## src/rtl/spp_pkg.sv

```systemverilog
// shared types and constants of the slider packet parser
package spp_pkg;

    // parser phases
    typedef enum logic [1:0] {
        PH_WAIT_CMD = 2'd0,
        PH_BODY     = 2'd1,
        PH_MARKER   = 2'd2,
        PH_CHECK    = 2'd3
    } phase_t;

    localparam int DEF_SLIDER_COUNT = 8;

    localparam int          CFG_IDX_W       = 1;
    localparam logic [CFG_IDX_W-1:0] REG_POS_CODE   = 1'b0;
    localparam logic [CFG_IDX_W-1:0] REG_TOUCH_CODE = 1'b1;

    localparam logic [7:0] POS_CODE_RESET   = 8'd0;
    localparam logic [7:0] TOUCH_CODE_RESET = 8'd1;

    localparam logic [7:0] END_MARKER    = 8'hFE;
    localparam logic [6:0] POS_LEN_ADD   = 7'd4;
    localparam logic [6:0] TOUCH_LEN_ADD = 7'd3;

    // byte positions inside a frame and frame lengths including the marker
    localparam logic [2:0] IDX_CMD       = 3'd1;
    localparam logic [2:0] IDX_SLIDER    = 3'd1;
    localparam logic [2:0] IDX_VALUE_LO  = 3'd2;
    localparam logic [2:0] IDX_VALUE_HI  = 3'd3;
    localparam logic [2:0] POS_BODY_END  = 3'd4;
    localparam logic [2:0] TOUCH_BODY_END = 3'd3;
    localparam logic [2:0] POS_FRAME_LEN  = 3'd5;
    localparam logic [2:0] TOUCH_FRAME_LEN = 3'd4;

    localparam logic KIND_POSITION = 1'b0;
    localparam logic KIND_TOUCH    = 1'b1;

    // frame classification handed from the checker to the sequencer
    typedef struct packed {
        logic cmd_is_pos;
        logic cmd_is_touch;
        logic pos_accept;
        logic touch_accept;
    } check_t;

endpackage

```

## src/rtl/spp_frame_check.sv

```systemverilog
// command matching, checksum and slider range check of a stored frame
module spp_frame_check import spp_pkg::*; #(
    parameter int SLIDER_COUNT = DEF_SLIDER_COUNT
) (
    input  logic [7:0] cmd_byte,
    input  logic [7:0] slider_byte,
    input  logic [7:0] value_lo,
    input  logic [7:0] value_hi,
    input  logic [7:0] check_byte,
    input  logic [2:0] byte_count,
    input  logic [7:0] pos_code,
    input  logic [7:0] touch_code,
    output check_t     check
);

    localparam logic [8:0] SLIDER_LIMIT = 9'(SLIDER_COUNT);

    logic [6:0] pos_sum;
    logic [6:0] touch_sum;
    logic       slider_ok;

    // sums only need the low seven bits
    assign pos_sum   = cmd_byte[6:0] + slider_byte[6:0] + value_lo[6:0] + value_hi[6:0]
                     + check_byte[6:0] + POS_LEN_ADD;
    assign touch_sum = cmd_byte[6:0] + slider_byte[6:0] + value_lo[6:0]
                     + check_byte[6:0] + TOUCH_LEN_ADD;
    assign slider_ok = {1'b0, slider_byte} < SLIDER_LIMIT;

    always_comb
    begin
        check.cmd_is_pos   = (cmd_byte == pos_code);
        check.cmd_is_touch = (cmd_byte == touch_code);
        check.pos_accept   = (byte_count == POS_FRAME_LEN) && check.cmd_is_pos
                           && (pos_sum == 7'd0) && slider_ok;
        check.touch_accept = (byte_count == TOUCH_FRAME_LEN) && check.cmd_is_touch
                           && !check.cmd_is_pos && (touch_sum == 7'd0) && slider_ok;
    end

endmodule

```

## src/rtl/slider_packet_parser.sv

```systemverilog
// top level of the slider packet parser: phase sequencer and update register
//
// usage
//   rx channel: one received byte per word (rx_valid / rx_ready / rx_byte)
//   update channel: one word per accepted frame (update_valid / update_ready,
//     update_kind, slider_index, slider_value)
//   cfg channel: writes the position and touch command codes, always ready,
//     index 0 position code, index 1 touch code
// timing
//   one byte is taken every cycle while rx_ready is high; the phase registers
//   and the stored frame bytes update at the accepting edge
//   the update appears in the cycle after the check byte is accepted, set by
//   the single update register behind the checksum logic
// stall
//   while an update waits, bytes keep flowing; only a check byte is held
//   off (rx_ready low) until the waiting update is taken
// reset
//   parser returns to waiting for a command byte, no update pending,
//   command codes go to 0 (position) and 1 (touch)
module slider_packet_parser import spp_pkg::*; #(
    parameter int SLIDER_COUNT = DEF_SLIDER_COUNT
) (
    input  logic                 clk,
    input  logic                 rst_n,
    // received bytes
    input  logic                 rx_valid,
    output logic                 rx_ready,
    input  logic [7:0]           rx_byte,
    // slider updates
    output logic                 update_valid,
    input  logic                 update_ready,
    output logic                 update_kind,
    output logic [2:0]           slider_index,
    output logic [15:0]          slider_value,
    // configuration writes
    input  logic                 cfg_valid,
    output logic                 cfg_ready,
    input  logic [CFG_IDX_W-1:0] cfg_index,
    input  logic [7:0]           cfg_data
);

    // command codes
    logic [7:0] pos_code_reg;
    logic [7:0] touch_code_reg;

    // parser state
    phase_t     phase_reg, phase_next;
    logic [2:0] count_reg, count_next;
    logic [2:0] count_inc;

    // stored frame bytes, the marker is never needed again
    logic [7:0] cmd_reg;
    logic [7:0] slider_reg;
    logic [7:0] value_lo_reg;
    logic [7:0] value_hi_reg;

    // update register
    logic        upd_valid_reg, upd_valid_next;
    logic        upd_kind_reg;
    logic [2:0]  upd_index_reg;
    logic [15:0] upd_value_reg;

    logic   rx_fire;
    logic   is_cmd;
    logic   store_cmd;
    logic   store_body;
    logic   emit;
    check_t check;

    assign cfg_ready = 1'b1;

    always_ff @(posedge clk or negedge rst_n)
    begin
        if (!rst_n)
        begin
            pos_code_reg   <= POS_CODE_RESET;
            touch_code_reg <= TOUCH_CODE_RESET;
        end
        else if (cfg_valid)
        begin
            case (cfg_index)
                REG_POS_CODE:   pos_code_reg   <= cfg_data;
                REG_TOUCH_CODE: touch_code_reg <= cfg_data;
                default:        ;
            endcase
        end
    end

    // only a check byte can produce an update, so only it waits for room
    assign rx_ready  = !((phase_reg == PH_CHECK) && upd_valid_reg && !update_ready);
    assign rx_fire   = rx_valid && rx_ready;
    assign is_cmd    = (rx_byte == pos_code_reg) || (rx_byte == touch_code_reg);
    assign count_inc = count_reg + 3'd1;

    spp_frame_check #(
        .SLIDER_COUNT (SLIDER_COUNT)
    ) u_check (
        .cmd_byte    (cmd_reg),
        .slider_byte (slider_reg),
        .value_lo    (value_lo_reg),
        .value_hi    (value_hi_reg),
        .check_byte  (rx_byte),
        .byte_count  (count_reg),
        .pos_code    (pos_code_reg),
        .touch_code  (touch_code_reg),
        .check       (check)
    );

    // next phase and byte count
    always_comb
    begin
        phase_next = phase_reg;
        count_next = count_reg;
        if (rx_fire)
        begin
            case (phase_reg)
                PH_WAIT_CMD:
                begin
                    if (is_cmd)
                    begin
                        phase_next = PH_BODY;
                        count_next = IDX_CMD;
                    end
                    else
                    begin
                        count_next = 3'd0;
                    end
                end
                PH_BODY:
                begin
                    // codes may have moved since the command byte came in
                    count_next = count_inc;
                    if (check.cmd_is_pos)
                    begin
                        if (count_inc >= POS_BODY_END)
                            phase_next = PH_MARKER;
                    end
                    else if (check.cmd_is_touch)
                    begin
                        if (count_inc >= TOUCH_BODY_END)
                            phase_next = PH_MARKER;
                    end
                    else
                    begin
                        phase_next = PH_WAIT_CMD;
                        count_next = 3'd0;
                    end
                end
                PH_MARKER:
                begin
                    if (rx_byte == END_MARKER)
                    begin
                        phase_next = PH_CHECK;
                        count_next = count_inc;
                    end
                    else
                    begin
                        phase_next = PH_WAIT_CMD;
                        count_next = 3'd0;
                    end
                end
                PH_CHECK:
                begin
                    phase_next = PH_WAIT_CMD;
                    count_next = 3'd0;
                end
                default:
                begin
                    phase_next = PH_WAIT_CMD;
                    count_next = 3'd0;
                end
            endcase
        end
    end

    // byte stores and update strobe
    always_comb
    begin
        store_cmd  = 1'b0;
        store_body = 1'b0;
        emit       = 1'b0;
        case (phase_reg)
            PH_WAIT_CMD: store_cmd  = rx_fire && is_cmd;
            PH_BODY:     store_body = rx_fire;
            PH_MARKER:   ;
            PH_CHECK:    emit = rx_fire && (check.pos_accept || check.touch_accept);
            default:     ;
        endcase
    end

    always_ff @(posedge clk or negedge rst_n)
    begin
        if (!rst_n)
        begin
            phase_reg <= PH_WAIT_CMD;
            count_reg <= 3'd0;
        end
        else
        begin
            phase_reg <= phase_next;
            count_reg <= count_next;
        end
    end

    // frame byte storage, written at the current count
    always_ff @(posedge clk)
    begin
        if (store_cmd)
            cmd_reg <= rx_byte;
        if (store_body)
        begin
            case (count_reg)
                IDX_SLIDER:   slider_reg   <= rx_byte;
                IDX_VALUE_LO: value_lo_reg <= rx_byte;
                IDX_VALUE_HI: value_hi_reg <= rx_byte;
                default:      ;
            endcase
        end
    end

    // update register, loaded only when empty or being drained
    always_comb
    begin
        upd_valid_next = upd_valid_reg;
        if (emit)
            upd_valid_next = 1'b1;
        else if (update_ready)
            upd_valid_next = 1'b0;
    end

    always_ff @(posedge clk or negedge rst_n)
    begin
        if (!rst_n)
            upd_valid_reg <= 1'b0;
        else
            upd_valid_reg <= upd_valid_next;
    end

    always_ff @(posedge clk)
    begin
        if (emit)
        begin
            upd_index_reg <= slider_reg[2:0];
            if (check.pos_accept)
            begin
                upd_kind_reg  <= KIND_POSITION;
                upd_value_reg <= {value_hi_reg, value_lo_reg};
            end
            else
            begin
                upd_kind_reg  <= KIND_TOUCH;
                upd_value_reg <= {8'd0, value_lo_reg};
            end
        end
    end

    assign update_valid = upd_valid_reg;
    assign update_kind  = upd_kind_reg;
    assign slider_index = upd_index_reg;
    assign slider_value = upd_value_reg;

    // a waiting update is never overwritten
    a_no_overwrite: assert property (@(posedge clk) disable iff (!rst_n)
        (upd_valid_reg && !update_ready) |-> !emit)
        else $error("update overwritten while stalled");

    // after the check byte the parser is back to waiting
    a_check_to_idle: assert property (@(posedge clk) disable iff (!rst_n)
        (rx_fire && phase_reg == PH_CHECK) |=> (phase_reg == PH_WAIT_CMD && count_reg == 3'd0))
        else $error("parser not idle after check byte");

    // body phase never runs past the value high byte
    a_body_count: assert property (@(posedge clk) disable iff (!rst_n)
        (phase_reg == PH_BODY) |-> (count_reg >= IDX_CMD && count_reg < POS_BODY_END))
        else $error("body byte count out of range");

    // check phase holds a full touch or position frame
    a_check_count: assert property (@(posedge clk) disable iff (!rst_n)
        (phase_reg == PH_CHECK) |-> (count_reg == TOUCH_FRAME_LEN || count_reg == POS_FRAME_LEN))
        else $error("check phase with wrong frame length");

    // a new update only follows an accepted check byte
    a_update_source: assert property (@(posedge clk) disable iff (!rst_n)
        (!upd_valid_reg ##1 upd_valid_reg) |-> $past(rx_fire && phase_reg == PH_CHECK))
        else $error("update without a check byte");

endmodule

```

## config.mk

```make
export PLATFORM = sky130hd
export DESIGN_NAME = slider_packet_parser
export DESIGN_NICKNAME = d
export VERILOG_FILES = /design/src/rtl/spp_pkg.sv /design/src/rtl/spp_frame_check.sv /design/src/rtl/slider_packet_parser.sv
export SDC_FILE = /design/constraint.sdc
export NUM_CORES = 1
export LEC_CHECK = 0
export BUFFER_PORTS_ARGS = -buffer_cell sky130_fd_sc_hd__buf_2
export CAP_MARGIN = 0
export CELL_PAD_IN_SITES_DETAIL_PLACEMENT = 1
export CELL_PAD_IN_SITES_GLOBAL_PLACEMENT = 1
export CORE_ASPECT_RATIO = 2
export CORE_UTILIZATION = 30
export CTS_BUF_LIST = sky130_fd_sc_hd__clkbuf_4
export CTS_CLUSTER_SIZE = 8
export DETAILED_ROUTE_END_ITERATION = 6
export PLACE_DENSITY = 0.57
export REMOVE_ABC_BUFFERS = 1
export SLEW_MARGIN = 20
export SYNTH_ARGS = -nofsm -noshare
export SYNTH_HDL_FRONTEND = slang
export SYNTH_SLANG_ARGS = --single-unit
```

## constraint.sdc

```tcl
create_clock -name clk -period 7.7 [get_ports clk]
set_clock_uncertainty 0.1 [all_clocks]
set_input_delay 1.155 -clock clk [delete_from_list [all_inputs] [get_ports clk]]
set_output_delay 1.155 -clock clk [all_outputs]
set_load 0.02 [all_outputs]
```

==> metrics.csv <==
metric,value,unit
met1 wire length,3500,um
NumNets Final,441,
area of the die,0.0145,sq mm
Startpoint Class,flop,
Die X,85.8,um
top_reg_cell synth,edfxtp_1,
Syn. warnings,0,
hold path startpoint,value_lo_reg[7]$_DFFE_PP_,
Post-CTS Setup Repair Bufs,0,
Routed WL per cell,18.0,um
status,"finished, final reports clean",
Fin Hold WS,0.339,ns
vias post-DR,2658,
"area leader, netlist",edfxtp_1,
Area Growth Syn to Fin,14.4,%
PortBufs,43,
Commonest cells post-synth,"edfxtp_1 (52), inv_1 (32), ha_1 (30), xnor2_1 (27), dfrtp_1 (21)",
grt ovf,0,
Netlist cell types,48,
CP dominant cell by count,fa_1,
first-pass GRT wire length,15900,um
r2r endpoint,slider_value[14]$_SDFFCE_PP0P_,
Initial Util,0.310,
WL met3,257,um
"critical path, cell by cell",inv_1 -> fa_1 -> inv_1 -> ha_1 -> inv_1 -> fa_1 -> xnor2_1 -> fa_1 -> ha_1 -> fa_1 -> nor4_1 -> nand3_1 -> nor4_2 -> a22oi_1 -> mux2i_2 -> buf_4,
WS Path Type,flop to flop,
CP max stage cell,fa_1,
CTS buffer count,9,
CTS Sinks,74,
Core Area,0.0136,sq mm
vias in the first global route,2973,
Rows,60,
Yosys reg bits,74,
register area share after synthesis,0.502,
number of routed nets with antenna violations,0,
"slowest stage delay, CP",0.48,ns
Max Slew Vio Count,0,
number of fill cells in the layout,1494,
setup violation total in the final timing report,0,
Max Clk Rate,194,MHz
Longest Clk Path Bufs,2,
setup TNS,0,ns
worst endpoint data arrival time,5.18,ns
Tcrit/Tclk final,0.668,
post-synthesis cell count,321,
via density per instance,4.70,
Hold Fails Final Rpt,0,
CTS Root Cell,clkbuf_4,
cts hold-fix bufs,0,
drt total wl,10200,um
WP data required,7.73,ns
peak supply drop,0.128,mV
Post-Syn Area,0.00421,sq mm
clock transition at the registers of the reported paths,0.15,ns
share of the synthesized area in the top cell type,0.371,
Synth area leaders,"edfxtp_1 (37%), dfrtp_1 (12%), ha_1 (8.9%), fa_1 (7.1%), xnor2_1 (5.6%)",
Resized cells post-CTS,0,
max reg flops,16,
initial antenna violation count,1,
Residual DRC,0,
Max-slew headroom,0.497,
CP Max Fanout,20,
Top Layer Used,met4,
top-count cell post-synth,edfxtp_1,
worst skew pair latency,0.44,ns
CP endpoint kind,flop,
Hold WC Path Type,flop to flop,
"EDFF count, synth",52,
critical path buffer and inverter count,4,
initial drt markers,90,
worst reg2reg path depth,16,
reg-to-reg startpoint,cmd_reg[1]$_DFFE_PP_,
CTS tree,built,
pwr/cell area,174,mW/mm^2
Pre-antenna DRT Iters,4,
setup repair after global routing missed its margin,no,
CP top delay family,adder cells,
r2r setup slk,2.55,ns
CTS H-tree lvls,3,
routability congestion estimate,0.858,
WHS Path Cells,0,
largest net degree at the start of global routing,23,
Tmin final,5.15,ns
HPWL Detailed,8430,um
Tot GR Track Use,0.152,
WHS Endpoint,slider_value[7]$_DFFE_PP_,
Avg Inst Size Synth,13.1,sq um
P_leak,1.92,nW
ys async rst share,0.297,
share of cells above drive strength 1,0.227,
Chip Height,170,um
IO Pins,45,
Slew @ Worst Pin,0.752,ns
metal2 WL,6030,um
max-cap violations,0,
[cell usage in the layout, fill, tap and decap left out, types with 3 or more instances in the layout]
cell type,instances
xor2_1,17
nand2_1,9
clkbuf_4,9
edfxtp_1,52
nand3_1,5
buf_2,43
nor2_1,5
a21oi_1,9
ha_1,30
a21o_1,5
and3_1,10
inv_1,32
nor4_1,5
dfrtp_1,21
nand2b_1,4
o21bai_1,3
nand4_1,8
and2_1,4
fa_1,15
mux2_2,16
xnor2_1,27
nor2b_1,7
o22ai_1,3
[metrics by stage]
stage / std cells / util / total power [mW] / setup WS, ns / area, sq um
6_report: 566 / 0.354 / 0.837 / 2.55 / 4810
3_3_place_gp: 549 / 0.343 / 0.584 / 2.72 / 4660
5_1_grt: 566 / 0.354 / 0.875 / 2.30 / 4810
3_5_place_dp: 549 / 0.343 / 0.586 / 2.58 / 4660
4_1_cts: 565 / 0.354 / 0.852 / 2.53 / 4810
2_1_floorplan: 319 / - / 0.542 / 2.30 / 4200
[area by class of cell]
type / count / area, sq um / area share
Sequential cell: 74 / 2110 / 0.439
Multi-Input combinational cell: 213 / 1970 / 0.409
Inverter: 32 / 120 / 0.0250
Antenna cell: 1 / 2.50 / 0.000520
Timing Repair Buffer: 44 / 223 / 0.0463
Clock inverter: 7 / 86.3 / 0.0179
Tap cell: 186 / 233 / 0.0483
Clock buffer: 9 / 67.6 / 0.0140
[worst reg2reg max path, delay by kind of cell (launching register included)]
family	cells	cell delay, ns
buffers and inverters	4	0.53
adder cells (fa/ha/maj)	6	2.39
AND/OR/NAND/NOR	3	0.79
flip-flops	1	0.43
multiplexers	1	0.16
AO/OA/AOI/OAI	1	0.15
XOR/XNOR	1	0.30
[layer usage]
| metal | GRT usage | vias up |
|---|---|---|
| li1 | - | 1259 |
| met2 | 0.303 | 52 |
| met5 | 0 | - |
| met3 | 0.0268 | 22 |
| met1 | 0.141 | 1325 |
| met4 | 0.0819 | 0 |
[cells by family after synthesis]
kind of cell             synth area share
buffers and inverters              0.0312
AND/OR/NAND/NOR                     0.105
AO/OA/AOI/OAI                      0.0544
flip-flops                          0.502
XOR/XNOR                            0.101
other                            0.000891
multiplexers                       0.0452
adder cells (fa/ha/maj)             0.161
[where the power goes]
part / internal (mW) / leakage (nW) / total [mW] / switching [mW]
logic: 0.0564 / 1.12 / 0.120 / 0.0634
registers: 0.439 / 0.722 / 0.455 / 0.0159
clock network: 0.105 / 0.0806 / 0.263 / 0.157
[how the worst max path moves through the flow]
| stage | start | endpoint | slack [ns] | cells past startpoint |
|---|---|---|---|---|
| detailed placement | cmd_reg[1]$_DFFE_PP_ | slider_value[0]$_DFFE_PP_ | 2.58 | 16 |
| finish | cmd_reg[1]$_DFFE_PP_ | slider_value[14]$_SDFFCE_PP0P_ | 2.55 | 16 |
| global route | cmd_reg[1]$_DFFE_PP_ | slider_value[14]$_SDFFCE_PP0P_ | 2.30 | 16 |
| CTS | cmd_reg[1]$_DFFE_PP_ | slider_value[13]$_SDFFCE_PP0P_ | 2.53 | 16 |
| floorplan | cmd_reg[1]$_DFFE_PP_ | slider_index[0]$_DFFE_PP_ | 2.30 | 15 |
| global placement | cmd_reg[1]$_DFFE_PP_ | slider_value[5]$_DFFE_PP_ | 2.72 | 16 |
No activity file was read; power rests on OpenSTA's default activity.
